--- src/rtl/feb_ram.sv ---
// generic single-write, single-read ram with registered read data
// no dependencies
module feb_ram #(
   parameter int WIDTH = 8,
   parameter int DEPTH = 256
) (
   input  logic                     clock,
   input  logic                     wr_en,
   input  logic [$clog2(DEPTH)-1:0] wr_addr,
   input  logic [WIDTH-1:0]         wr_data,
   input  logic                     rd_en,
   input  logic [$clog2(DEPTH)-1:0] rd_addr,
   output logic [WIDTH-1:0]         rd_data
);

   logic [WIDTH-1:0] mem [DEPTH];
   logic [WIDTH-1:0] rd_data_ff;

   always_ff @(posedge clock) begin
      if (wr_en) begin
         mem[wr_addr] <= wr_data;
      end
      if (rd_en) begin
         rd_data_ff <= mem[rd_addr];
      end
   end

   assign rd_data = rd_data_ff;

endmodule

--- config.mk ---
export PLATFORM = sky130hd
export DESIGN_NAME = feb_ram
export DESIGN_NICKNAME = d
export VERILOG_FILES = /design/src/rtl/feb_ram.sv
export SDC_FILE = /design/constraint.sdc
export NUM_CORES = 2
export LEC_CHECK = 0
export BUFFER_PORTS_ARGS = -buffer_cell sky130_fd_sc_hd__buf_2
export CAP_MARGIN = 20
export CORE_MARGIN = 3
export CORE_UTILIZATION = 60
export CTS_CLUSTER_DIAMETER = 150
export CTS_CLUSTER_SIZE = 14
export DETAILED_ROUTE_END_ITERATION = 7
export PLACE_DENSITY_LB_ADDON = 0.1
export SYNTH_ARGS = -nofsm -noshare
export SYNTH_HDL_FRONTEND = slang
export SYNTH_SLANG_ARGS = --single-unit
--- constraint.sdc ---
create_clock -name clock -period 5.9 [get_ports clock]
set_clock_uncertainty 0.1 [all_clocks]
set_input_delay 1.18 -clock clock [delete_from_list [all_inputs] [get_ports clock]]
set_output_delay 1.18 -clock clock [all_outputs]
set_load 0.03 [all_outputs]
## After elaboration in Yosys (flattened, before gate mapping)

Memories as Yosys holds them, arrays and structs flattened. A register that Yosys moved wholly into a read port is not among the register bits.
Cells that the tools add are included.

| word-level totals | value |
|---|---|
| register bits after elaboration | 0 |
| bits in writable memories | 2048 |
| input bits | 27 |
| word-level logic and storage cells | 3 |
| memories | 1 |

Memory list:

| name | words | width | read ports | clocked after Yosys merged registers in | write ports | line | RTL |
|---|---|---|---|---|---|---|---|
| mem | 256 | 8 | 1 | 1 | 1 | 16 | `logic [WIDTH-1:0] mem [DEPTH];` |

| operators by class | value |
|---|---|
| muxes and demuxes | 2 |

Operators by type and width:

| operator | number |
|---|---|
| $mux 1 | 2 |

## Longest topological paths before layout

| depth | value |
|---|---|
| depth in word-level cells | 2 |
| mapped depth | 11 |
| mapped depth without buffers | 6 |

## Worst setup path before layout

No wires, ideal clock.

| timing | value |
|---|---|
| path kind | input port to flip-flop |
| start point | input rd_addr[0] |
| end point | register rd_data_ff[2], in the netlist rd_data[2], read port of mem (data pin) |
| data arrival time | 2.987 ns |
| setup slack | 2.544 ns |
| cell stages on the path | 9 |
| path buffers | 4 |
| cell sequence | buf_6 buf_12 buf_8 buf_2 mux4_2 a22oi_1 a21oi_1 nor4_1 nor4_2 |

RTL lines:

| element | line | RTL |
|---|---|---|
| start: declaration | 12 | `input logic [$clog2(DEPTH)-1:0] rd_addr,` |
| end: declaration | 17 | `logic [WIDTH-1:0] rd_data_ff;` |

==> metrics <==
Storage cell area roughly 62,000 µm²; CTS H-tree depth 4; post-synthesis simple-gate area fraction around 2.6%; post-synthesis compound-gate area fraction roughly 3.4%; CP max stage cell buf_2; crit-path max FO 24; Worst EP arrival between 4 and 5 ns; worst-margin pin slew roughly 1.2 ns; status finished, final reports clean; slew margin rel. roughly a fifth; DRT antenna net count 0; logic gate share of total power under 10%; WL final 190 mm; router iterations before antenna repair 6; register area share after synthesis between 70% and 80%; share of layout cells above drive strength 1 21.3%; Vias/cell between 6 and 7; Clk pwr share a little over a third; DP Cell Count roughly 5,400; Max Clock Freq 230 MHz; die height between 300 and 400 µm; Cells after Synth 3,733; Cell Area, Synth about 80,000 µm²; Resized Gates After CTS 0; Final Hold Vio Count 0; Die Wd 370 µm; RSZ-0062 raised after global routing no; hold crit path type input pin to flop; multiplexer share of the synthesized area approximately 15%; Global Route Usage Sum 28.3%; adder-cell share of the synthesized area 0%; leakage power between 20 and 30 nW; clock buffer depth 3; Power Dens Cells 317 nW/µm²; Residual DRC 0; FP Rows about 130; clk slew on worst S/H paths roughly 0.070 ns; sw power between 5 and 6 mW; Core Area 132,000 µm²; Crit. End Element flop; IO Pins 35; first-iteration detailed-routing DRC count just under 5,000; Synth top area share between 70% and 80%; CP cell instances buf_2 > buf_4 > nor2b_1 > a221oi_1 > o211ai_1 > nand3_1 > nor4_1 > buf_2 > nor4_1; number of synthesized flops with an enable pin 2,056; Hold WS about 0.77 ns; fill cell count ~8,400; Post-Layout Cell Count 5,603; postcts setup bufs 0; Int Pwr approximately 22 mW; initial antenna violation count 9; Final Max Slew Viols 0; Netlist cell types 54; type of origin of the critical path input pin; TNS Setup 0 ns; share of power burned in registers 59.0%; sw frac 20.7%; Die Area roughly 140,000 µm²; CTS Hold Bufs 0; HPWL Detailed 117 mm; total grt overflow 0; wire per inst roughly 34 µm; ys async rst share 0%; GPL Wtd Cong around 0.86; Min Clock Period, post-route roughly 4.4 ns; XOR/XNOR share of the synthesized area 0%; CTS Root Cell clkbuf_16; first-pass GRT wire length 277 mm; fin crit share 73.8%; # clock sinks between 2,000 and 2,500; CTS tree yes; Yosys warning count 0; largest net degree at the start of global routing roughly 160; final net count around 3,900; Synth area leader edfxtp_1; Initial Util between 60% and 70%; worst vdd ir around 340 µV; Layout area overhead 8.38%; top_reg_cell synth edfxtp_1; mean post-synth cell area around 21 µm²; CTS Buf Count 164; multi-input logic area 16,500 µm²; most instantiated library cell after synthesis edfxtp_1; Crit Path Class input pin to flop; max-cap check violation count 0; Skew-Pair Late Insertion Delay approximately 0.79 ns; via count 38,700; IO Port Bufs 34; #FFs+latches synth 2,056; main combinational cell family by area after synthesis multiplexers; commonest cells in the netlist 2,056 x edfxtp_1, 454 x mux4_2, 282 x nor2_1; vias in the first global route ~39,000; Setup violations, final 0; CP peak stage delay about 0.84 ns; Synth area leaders edfxtp_1 78%, mux4_2 13%, mux2i_1 1.7%; Syn Nets 3,760; Critical Path RT roughly 6.3 ns
registers in the layout, indices dropped and copies added (netlist names):
| name | flops |
|---|---|
| rd_data | 8 |
| mem | 2048 |
power by group through the flow:
| stage | clock [mW] | sequential [mW] | combinational, mW |
|---|---|---|---|
| CTS | 9.90 | 16.1 | 1.46 |
| finish | 9.76 | 16.1 | 1.46 |
| floorplan | 0 | 16.4 | 0.782 |
| global route | 10.4 | 16.1 | 1.53 |
| detailed placement | 0 | 16.4 | 1.46 |
| global placement | 0 | 16.4 | 1.42 |
final timing paths:
check                                 start    endpoint  slack (ns)  cells after the start
worst min register to register   mem[32][5]  rd_data[5]        0.90                      6
worst max-delay path             rd_addr[3]  rd_data[1]        1.54                      9
worst min-delay path                  rd_en  rd_data[6]        0.77                      1
worst max register to register  mem[101][1]  rd_data[1]        2.84                      7
placed cells by master (no fill, tap or decap), types with 3 or more instances in the layout:
cell	Yosys	routed
a211oi_1	16	16
a21oi_1	96	96
a221oi_1	13	13
a22o_1	8	8
a22oi_1	133	133
and2_1	6	6
buf_12	8	22
buf_2	31	24
buf_4	27	103
clkbuf_16	0	170
clkbuf_8	0	8
clkinv_8	0	3
diode_2	0	8
edfxtp_1	2056	2056
inv_6	0	5
mux2i_1	134	134
mux4_2	454	454
nand2_1	33	33
nand2b_1	8	8
nand3_1	34	32
nand4_1	10	10
nor2_1	282	279
nor2b_1	31	28
nor3_1	22	22
nor4_1	24	21
nor4_2	3	6
o211ai_1	10	10
o21ai_0	10	10
o221ai_1	46	46
o22a_1	5	5
o22ai_1	28	28
o32ai_1	4	4
or2_2	4	4
cell type report:
class | count | area share [%]
Clock buffer | 170 | 4.93
Inverter | 2 | 0.00870
Antenna cell | 8 | 0.0232
Tap cell | 1755 | 2.54
Timing Repair Buffer | 160 | 1.72
Clock inverter | 10 | 0.135
Multi-Input combinational cell | 1442 | 19.1
Sequential cell | 2056 | 71.5
cell families (layout without fill, tap and decap cells):
group | after synthesis | count (layout)
mux | 591 | 591
flops | 2056 | 2056
simple gates | 466 | 466
other cells | 0 | 8
compound gates | 385 | 385
buf+inv | 235 | 342
critical path, delay by kind of cell:
kind | cells | cell delay (ns)
AOI/OAI and AO/OA | 2 | 0.43
and+or+nand+nor | 4 | 1.54
buffers and inverters | 3 | 1.57
routing by layer:
layer | vias to the layer above | routed length (µm) | GRT usage, %
met5 | - | 0 | 0
met4 | 0 | 7040 | 9.85
met3 | 381 | 16600 | 5.09
met2 | 2101 | 92600 | 44.9
met1 | 20400 | 73400 | 40.5
li1 | 15800 | - | -
per-stage QoR:
step / cell area [µm²] / util (%) / setup slack (ns) / power [mW]
2_1_floorplan: 79600 / - / 2.54 / 17.2
3_3_place_gp: 81900 / 62.2 / 0.470 / 17.9
3_5_place_dp: 81900 / 62.2 / 0.791 / 17.9
4_1_cts: 86300 / 65.5 / 1.65 / 27.5
5_1_grt: 86300 / 65.6 / 1.38 / 28.1
6_report: 86300 / 65.6 / 1.54 / 27.3
Note: power is estimated with default switching activity, not from simulation.
