`src/rtl/feb_pkg.sv`:
```
// shared constants and types for the fire effect heat buffer
// no dependencies
package feb_pkg;

   localparam int MAX_ROWS    = 64;
   localparam int MAX_COLS    = 128;
   localparam int SOURCE_HEAT = 36;

   localparam int ROW_W   = $clog2(MAX_ROWS);
   localparam int COL_W   = $clog2(MAX_COLS);
   localparam int ADDR_W  = ROW_W + COL_W;
   localparam int DEPTH   = MAX_ROWS * MAX_COLS;
   localparam int HEAT_W  = 6;
   localparam int ROWS_W  = ROW_W + 1;
   localparam int COLS_W  = COL_W + 1;

   localparam int CSR_IDX_W  = 2;
   localparam int CSR_DATA_W = COLS_W;

   localparam logic [CSR_IDX_W-1:0] REG_ROWS = CSR_IDX_W'(0);
   localparam logic [CSR_IDX_W-1:0] REG_COLS = CSR_IDX_W'(1);

   localparam logic [HEAT_W-1:0] SOURCE_HEAT_VAL = HEAT_W'(SOURCE_HEAT);

   typedef struct packed {
      logic [ROW_W-1:0] row;
      logic [COL_W-1:0] col;
      logic             last;
   } scan_pos_type;

endpackage

```
`src/rtl/feb_scan.sv`:
```
// size registers and scan position counter of the heat buffer
// depends on feb_pkg
module feb_scan
   import feb_pkg::*;
(
   input  logic                  clock,
   input  logic                  reset,
   input  logic                  csr_wen,
   input  logic [CSR_IDX_W-1:0]  csr_index,
   input  logic [CSR_DATA_W-1:0] csr_wdata,
   input  logic                  advance,
   output logic [ROWS_W-1:0]     rows_in_use,
   output logic [COLS_W-1:0]     cols_in_use,
   output scan_pos_type          pos
);

   localparam logic [ROWS_W-1:0] ROWS_LO = ROWS_W'(2);
   localparam logic [ROWS_W-1:0] ROWS_HI = ROWS_W'(MAX_ROWS);
   localparam logic [COLS_W-1:0] COLS_LO = COLS_W'(1);
   localparam logic [COLS_W-1:0] COLS_HI = COLS_W'(MAX_COLS);

   logic [ROWS_W-1:0] rows_ff, rows_in;
   logic [COLS_W-1:0] cols_ff, cols_in;
   logic [ROW_W-1:0]  row_ff, row_in;
   logic [COL_W-1:0]  col_ff, col_in;
   logic [ROWS_W-1:0] wr_rows;
   logic [COLS_W-1:0] wr_cols;
   logic [ROW_W-1:0]  cur_row;
   logic [COL_W-1:0]  cur_col;
   logic              out_of_frame;

   always_comb begin
      wr_rows = csr_wdata[ROWS_W-1:0];
      if (wr_rows < ROWS_LO) begin
         wr_rows = ROWS_LO;
      end else if (wr_rows > ROWS_HI) begin
         wr_rows = ROWS_HI;
      end
      wr_cols = csr_wdata[COLS_W-1:0];
      if (wr_cols < COLS_LO) begin
         wr_cols = COLS_LO;
      end else if (wr_cols > COLS_HI) begin
         wr_cols = COLS_HI;
      end
   end

   // position that does not fit the current size falls back to the first pixel of the scan
   assign out_of_frame = (({1'b0, row_ff} + ROWS_W'(2)) > rows_ff)
                         || ({1'b0, col_ff} >= cols_ff);
   assign cur_row = out_of_frame ? ROW_W'(rows_ff - ROWS_W'(2)) : row_ff;
   assign cur_col = out_of_frame ? COL_W'(cols_ff - COLS_W'(1)) : col_ff;

   always_comb begin
      rows_in = rows_ff;
      cols_in = cols_ff;
      row_in  = row_ff;
      col_in  = col_ff;
      if (csr_wen) begin
         if (csr_index == REG_ROWS) begin
            rows_in = wr_rows;
         end
         if (csr_index == REG_COLS) begin
            cols_in = wr_cols;
         end
         if (csr_index == REG_ROWS || csr_index == REG_COLS) begin
            row_in = ROW_W'(rows_in - ROWS_W'(2));
            col_in = COL_W'(cols_in - COLS_W'(1));
         end
      end else if (advance) begin
         if (cur_col == '0) begin
            col_in = COL_W'(cols_ff - COLS_W'(1));
            if (cur_row == '0) begin
               row_in = ROW_W'(rows_ff - ROWS_W'(2));
            end else begin
               row_in = cur_row - ROW_W'(1);
            end
         end else begin
            row_in = cur_row;
            col_in = cur_col - COL_W'(1);
         end
      end
   end

   always_ff @(posedge clock) begin
      if (reset) begin
         rows_ff <= ROWS_HI;
         cols_ff <= COLS_HI;
         row_ff  <= ROW_W'(ROWS_HI - ROWS_W'(2));
         col_ff  <= COL_W'(COLS_HI - COLS_W'(1));
      end else begin
         rows_ff <= rows_in;
         cols_ff <= cols_in;
         row_ff  <= row_in;
         col_ff  <= col_in;
      end
   end

   assign rows_in_use = rows_ff;
   assign cols_in_use = cols_ff;
   assign pos.row     = cur_row;
   assign pos.col     = cur_col;
   assign pos.last    = (cur_row == '0) && (cur_col == '0);

endmodule

```
`config.mk`:
```
export PLATFORM = sky130hd
export DESIGN_NAME = feb_scan
export DESIGN_NICKNAME = d
export VERILOG_FILES = /design/src/rtl/feb_pkg.sv /design/src/rtl/feb_scan.sv
export SDC_FILE = /design/constraint.sdc
export NUM_CORES = 1
export LEC_CHECK = 0
export CAP_MARGIN = 10
export CORE_MARGIN = 3
export CORE_UTILIZATION = 40
export CTS_CLUSTER_SIZE = 20
export DETAILED_ROUTE_END_ITERATION = 10
export DONT_BUFFER_PORTS = 1
export PLACE_DENSITY_LB_ADDON = 0.12
export SETUP_SLACK_MARGIN = 0.3
export SKIP_CTS_REPAIR_TIMING = 1
export SYNTH_ARGS = -nofsm -noshare
export SYNTH_HDL_FRONTEND = slang
export SYNTH_SLANG_ARGS = --single-unit
```
`constraint.sdc`:
```
create_clock -name clock -period 5.5 [get_ports clock]
set_clock_uncertainty 0.05 [all_clocks]
set_input_delay 0.275 -clock clock [delete_from_list [all_inputs] [get_ports clock]]
set_output_delay 0.275 -clock clock [all_outputs]
set_load 0.01 [all_outputs]
```
* Word level (Yosys, flattened, before mapping)
Cells that the tools add are included.
** Operators by class
- Multipliers :: 0
- Eq/ne operators :: 2
- Reductions and logical operators :: 8
- Muxes and demuxes :: 19
- Shift operators :: 0
- $lt $le $gt $ge :: 6
- $add $sub $neg :: 7
- Bitwise operators :: 0
- Divide/modulo/power cells :: 0
** Operator list (count)
- two-way mux 7 bit :: 9
- two-way mux 6 bit :: 6
- two-way mux 8 bit :: 4
- subtractor 7 x 1 -> 7 bit, second input constant :: 3
- subtractor 6 x 2 -> 6 bit, second input constant :: 2
- >= comparator 7 x 8 -> 1 bit :: 1
- > comparator 8 bit, second input constant :: 1
- < comparator 8 x 1 -> 1 bit, second input constant :: 1
- adder 6 x 2 -> 7 bit, second input constant :: 1
- > comparator 7 bit :: 1
- > comparator 7 bit, second input constant :: 1
- zero test 7 bit :: 1
- < comparator 7 x 2 -> 1 bit, second input constant :: 1
- zero test 6 bit :: 1
- subtractor 6 x 1 -> 6 bit, second input constant :: 1
- == test 2 x 1 -> 1 bit, second input constant :: 1
- zero test 2 bit :: 1
- logical OR 1 bit :: 2
- inequality test 2 x 1 -> 1 bit, second input constant :: 1
- AND reduction 2 bit :: 1
- nonzero test 2 bit :: 1
- logical AND 1 bit :: 1
** Word-level totals
- Output and inout bits :: 29
- Latch bits :: 0
- Register bits after elaboration :: 28
- Bits in writable memories :: 0
- Logic and storage cells :: 46
- Bits of input ports :: 14
- Memories kept :: 0
- ROM bits :: 0

* Logic depth before layout (Yosys ltp)
- Word-level depth :: 9
- Depth in mapped cells :: 21
- Mapped depth without buffers :: 17

* Worst setup path before layout
Ideal clock, no wire load.
- Kind :: register to register
- Start :: register row_ff[3]
- End :: register row_ff[3]
- Cell stages (with the launch flop) :: 19
- Setup slack :: 1006 ps
- Data arrival time :: 4322 ps
- Clock period less this slack :: 4494 ps
- Cells stage by stage :: dfxtp_1 clkbuf_1 nand3_1 xnor2_1 ha_1 a211oi_1 o21bai_1 o22a_1 or2_1 buf_2 buf_2 o21ai_0 ha_1 nor4b_1 nand2_1 mux2_4 mux2i_1 a2111o_1 a221o_1
** Between the ends
- Longest elaborated chain between the ends :: 9
** RTL lines
- start: declaration :: RTL line feb_scan.sv:24 : logic [ROW_W-1:0] row_ff, row_in;
- start signal: assignment :: RTL line feb_scan.sv:88 : row_ff <= ROW_W'(ROWS_HI - ROWS_W'(2));
- start signal: assignment :: RTL line feb_scan.sv:93 : row_ff <= row_in;
- adder 6 x 2 -> 7 bit :: RTL line feb_scan.sv:48 : assign out_of_frame = (({1'b0, row_ff} + ROWS_W'(2)) > rows_ff)
- > comparator 7 bit :: RTL line feb_scan.sv:48
- logical OR 1 bit :: RTL line feb_scan.sv:49 : || ({1'b0, col_ff} >= cols_ff);
- two-way mux 6 bit :: RTL line feb_scan.sv:50 : assign cur_row = out_of_frame ? ROW_W'(rows_ff - ROWS_W'(2)) : row_ff;
- subtractor 6 x 1 -> 6 bit or zero test 6 bit (tied branches) :: RTL line feb_scan.sv:75, feb_scan.sv:72
- two-way mux 6 bit :: RTL line feb_scan.sv:72 : if (cur_row == '0) begin
- two-way mux 6 bit * :: RTL line feb_scan.sv:70 : if (cur_col == '0) begin
- two-way mux 6 bit * :: RTL line feb_scan.sv:69 : end else if (advance) begin
- two-way mux 6 bit * :: RTL line feb_scan.sv:58 : if (csr_wen) begin
Every way passes the cells marked *; elsewhere a longest branch is shown, timed or not. The select of a mux whose other input is x is not followed.
A chain may end at the register's enable or synchronous reset.

* Worst setup path in the final report
- Start :: register row_ff[3]
- End :: register row_ff[2]
The elaborated chain is that of the path after synthesis.

==> impl_metrics.xml <==
<?xml version="1.0" encoding="UTF-8"?>
<metrics>
  <group name="outcome">
    <metric name="run_status" unit="">finished clean</metric>
  </group>
  <group name="global_routing">
    <metric name="antenna_violations_before_repair" unit="">0</metric>
    <metric name="grt_pass1_wl" unit="um">15200</metric>
    <metric name="grt-ovfl-total" unit="">0</metric>
    <metric name="groute.usage.overall" unit="%">22.0</metric>
    <metric name="grt_start_max_net_pins" unit="">37</metric>
    <metric name="grt_pass1_vias" unit="">2807</metric>
  </group>
  <group name="timing">
    <metric name="max_clk_rate" unit="MHz">205</metric>
    <metric name="final_max_slew_viol_count" unit="">0</metric>
    <metric name="setup_tns" unit="ps">0</metric>
    <metric name="timing_hold_violations_final" unit="">0</metric>
    <metric name="finalCriticalPeriod" unit="ps">4880</metric>
    <metric name="setup_viol" unit="">0</metric>
    <metric name="slew_headroom" unit="%">39.1</metric>
    <metric name="final.period_utilization" unit="%">88.6</metric>
    <metric name="rsz0062_at_grt" unit="">no</metric>
    <metric name="worst_pin_slew" unit="ps">910</metric>
  </group>
  <group name="route">
    <metric name="avgViaCountPerCell" unit="">6.00</metric>
    <metric name="wl_per_cell" unit="um">19.2</metric>
    <metric name="post-route-drc-count" unit="">0</metric>
    <metric name="route.antenna.remaining_nets" unit="">0</metric>
    <metric name="firstDrtPassIters" unit="">5</metric>
    <metric name="wl" unit="um">9380</metric>
    <metric name="drtIter0Drc" unit="">188</metric>
    <metric name="detailroute.via_count" unit="">2926</metric>
  </group>
  <group name="clock_network">
    <metric name="cts-root-to-sink-buffers" unit="">2</metric>
    <metric name="cts-root-buf" unit="">sky130_fd_sc_hd__clkbuf_8</metric>
    <metric name="clkSinkCount" unit="">28</metric>
    <metric name="clk_latency_worst_skew_pair" unit="ps">290</metric>
    <metric name="tritoncts_clock_tree" unit="">done</metric>
    <metric name="htree_num_levels" unit="">1</metric>
    <metric name="path_clk_slew" unit="ps">110</metric>
    <metric name="total_cts_buffers" unit="">3</metric>
  </group>
  <group name="floorplan">
    <metric name="floorplan.initialDensity" unit="%">41.7</metric>
    <metric name="floorplan.die_area" unit="um^2">8720</metric>
    <metric name="io_pins" unit="">43</metric>
    <metric name="fp-row-count" unit="">31</metric>
    <metric name="height_of_the_die" unit="um">93.4</metric>
    <metric name="floorplan.die.width" unit="um">93.4</metric>
    <metric name="design.core.area" unit="um^2">7330</metric>
  </group>
  <group name="critical_path">
    <metric name="worstPathMaxFanout" unit="">21</metric>
    <metric name="r2r_cells" unit="">16</metric>
    <metric name="reg2reg_setup_slack" unit="ps">620</metric>
    <metric name="critical_path_arrival" unit="ps">5040</metric>
    <metric name="setup.worst_path.end_class" unit="">flip-flop</metric>
    <metric name="timing.critical_path.slowest_stage_cell" unit="">sky130_fd_sc_hd__dfxtp_1</metric>
    <metric name="cp-start-kind" unit="">flip-flop</metric>
    <metric name="worst_path_largest_cell_delay" unit="ps">570</metric>
    <metric name="cp_common_cell" unit="">sky130_fd_sc_hd__ha_1</metric>
    <metric name="path_cells" unit="">nand3_1 -&gt; xnor2_1 -&gt; ha_1 -&gt; a211oi_1 -&gt; o21bai_1 -&gt; o22a_1 -&gt; or2_2 -&gt; buf_4 -&gt; o21ai_0 -&gt; ha_1 -&gt; inv_1 -&gt; nor3_4 -&gt; a21oi_2 -&gt; o211a_1 -&gt; or4b_1 -&gt; a21oi_1</metric>
    <metric name="criticalPathCategory" unit="">reg2reg</metric>
    <metric name="worst-endpoint-required" unit="ps">5670</metric>
  </group>
  <group name="pwr">
    <metric name="switching_power" unit="W">0.000403</metric>
    <metric name="ir_worst_vdd" unit="mV">0.120</metric>
    <metric name="clockPowerShare" unit="%">19.0</metric>
    <metric name="pwr_density_cell" unit="nW/um^2">282</metric>
    <metric name="p_leak" unit="nW">1.25</metric>
    <metric name="p_comb_share" unit="%">52.6</metric>
    <metric name="netSwitchingFraction" unit="%">44.6</metric>
    <metric name="internal-power" unit="W">0.000500</metric>
    <metric name="post_layout_total_power" unit="W">0.000903</metric>
    <metric name="share_seq_of_total_power" unit="%">28.4</metric>
  </group>
  <group name="layout">
    <metric name="syn2layout_area_growth" unit="%">4.71</metric>
    <metric name="drive_gt1_share" unit="%">8.23</metric>
    <metric name="antenna_cells" unit="">0</metric>
    <metric name="final_nets" unit="">427</metric>
  </group>
  <group name="synth">
    <metric name="synthesis.yosys.warnings" unit="">0</metric>
    <metric name="ys_ff_latch" unit="">28</metric>
    <metric name="ys_seq_area_share" unit="%">18.4</metric>
    <metric name="synth.largest_area_cell" unit="">sky130_fd_sc_hd__dfxtp_1</metric>
    <metric name="asyncSetResetFlopFracSynth" unit="%">0</metric>
    <metric name="postSynthCellCount" unit="">406</metric>
    <metric name="yosys.cell_count.top_type" unit="">sky130_fd_sc_hd__nor2_1</metric>
    <metric name="synth_flop_cell" unit="">sky130_fd_sc_hd__dfxtp_1</metric>
    <metric name="post_synth_top_area_share" unit="%">18.4</metric>
    <metric name="synthesis.area" unit="um^2">3050</metric>
    <metric name="synth_top_cells_by_area" unit="">sky130_fd_sc_hd__dfxtp_1, sky130_fd_sc_hd__ha_1, sky130_fd_sc_hd__mux2i_1</metric>
    <metric name="number_of_synthesized_flops_with_an_enable_pin" unit="">0</metric>
    <metric name="synth.net_count" unit="">443</metric>
    <metric name="synthTopCellsByCount" unit="">sky130_fd_sc_hd__nor2_1, sky130_fd_sc_hd__inv_1, sky130_fd_sc_hd__a21oi_1, sky130_fd_sc_hd__dfxtp_1, sky130_fd_sc_hd__ha_1</metric>
    <metric name="synth_cell_type_count" unit="">65</metric>
    <metric name="synth.avg_cell_area" unit="um^2">7.52</metric>
  </group>
  <group name="placement">
    <metric name="gpl.final_weighted_congestion" unit="">0.889</metric>
    <metric name="place.detailed.hpwl" unit="um">7130</metric>
    <metric name="numPortBuffers" unit="">0</metric>
  </group>
  <group name="flow_run">
    <metric name="drv.max_cap_violation_count" unit="">0</metric>
  </group>
  <group name="worst_hold_path">
    <metric name="min_path_type" unit="">in2reg</metric>
    <metric name="hold_path_depth" unit="">1</metric>
  </group>
</metrics>
==> flip-flops by register name (all words and copies together) (netlist names) <==
signal       flops
col_ff           7
cols_in_use      8
rows_in_use      7
row_ff           6
==> critical path: cells and delay by family (launching register included) <==
| kind | cells | cell delay [ps] |
|---|---|---|
| XOR/XNOR | 1 | 170 |
| AND/OR/NAND/NOR | 4 | 1490 |
| buffers and inverters | 2 | 340 |
| flip-flops | 1 | 570 |
| adder cells (fa/ha/maj) | 2 | 550 |
| AO/OA/AOI/OAI | 7 | 1620 |
==> metrics by stage <==
stage,hold slack [ps],utilization [%],instances,cell area (um^2),worst slack (ps)
finish,16.0,43.6,488,3200,625
global route,4.41,43.6,488,3200,296
CTS,-18.7,43.3,487,3180,582
detailed placement,302,42.4,483,3110,615
global placement,300,42.4,483,3110,792
floorplan,406,-,406,3050,1010
==> logic make-up (layout without fill, tap and decap cells) <==
| logic type | count (synthesis) | count (layout) | share of synthesized area [%] |
|---|---|---|---|
| compound gates | 107 | 107 | 24.1 |
| xor+xnor | 23 | 23 | 6.84 |
| fa+ha+maj | 23 | 23 | 9.42 |
| buf+inv | 58 | 41 | 7.54 |
| flops | 28 | 28 | 18.4 |
| mux | 26 | 26 | 9.01 |
| simple gates | 141 | 141 | 24.7 |
==> final cells by class <==
cell class / count / area [um^2]
fill: 761 / 4130
multi-input combinational: 320 / 2270
sequential: 28 / 561
tap: 99 / 124
inverter: 30 / 113
timing repair buffer: 7 / 55.1
clock buffer: 3 / 41.3
clock inverter: 1 / 30.0
==> metal layers <==
metal	vias up	GRT usage, %	share of wire [%]
li1	1433	-	-
met1	1369	33.3	49
met2	120	32.5	42
met3	4	3.62	7.8
met4	0	4.40	0.65
met5	-	0	0
==> power groups by stage <==
stage	Combinational, W	Sequential (W)	Clock (W)
6_report	0.000474	0.000256	0.000172
5_1_grt	0.000524	0.000260	0.000182
4_1_cts	0.000464	0.000256	0.000176
3_5_place_dp	0.000462	0.000260	0
3_3_place_gp	0.000461	0.000261	0
2_1_floorplan	0.000386	0.000242	0
==> placed cells by master (no fill, tap or decap), drive strengths merged, types with 6 or more instances in the layout <==
| cell type | count |
|---|---|
| nor3b | 12 |
| a211oi | 12 |
| nor2 | 43 |
| nand2 | 22 |
| nor3 | 15 |
| dfxtp | 28 |
| mux2 | 9 |
| a21oi | 30 |
| xnor2 | 17 |
| inv | 30 |
| o21ai | 21 |
| mux2i | 17 |
| ha | 23 |
| xor2 | 6 |
| buf | 6 |
| nand3 | 12 |
==> final timing paths <==
path / start / to
max reg2reg: row_ff[3]$_SDFFE_PP1P_ / row_ff[2]$_SDFFE_PP1P_
min reg2reg: row_ff[1]$_SDFFE_PP1P_ / row_ff[1]$_SDFFE_PP1P_
min: csr_wen / cols_in_use[1]$_SDFFE_PP0P_
max: row_ff[3]$_SDFFE_PP1P_ / row_ff[2]$_SDFFE_PP1P_
Power figures use the tool's default switching activity.
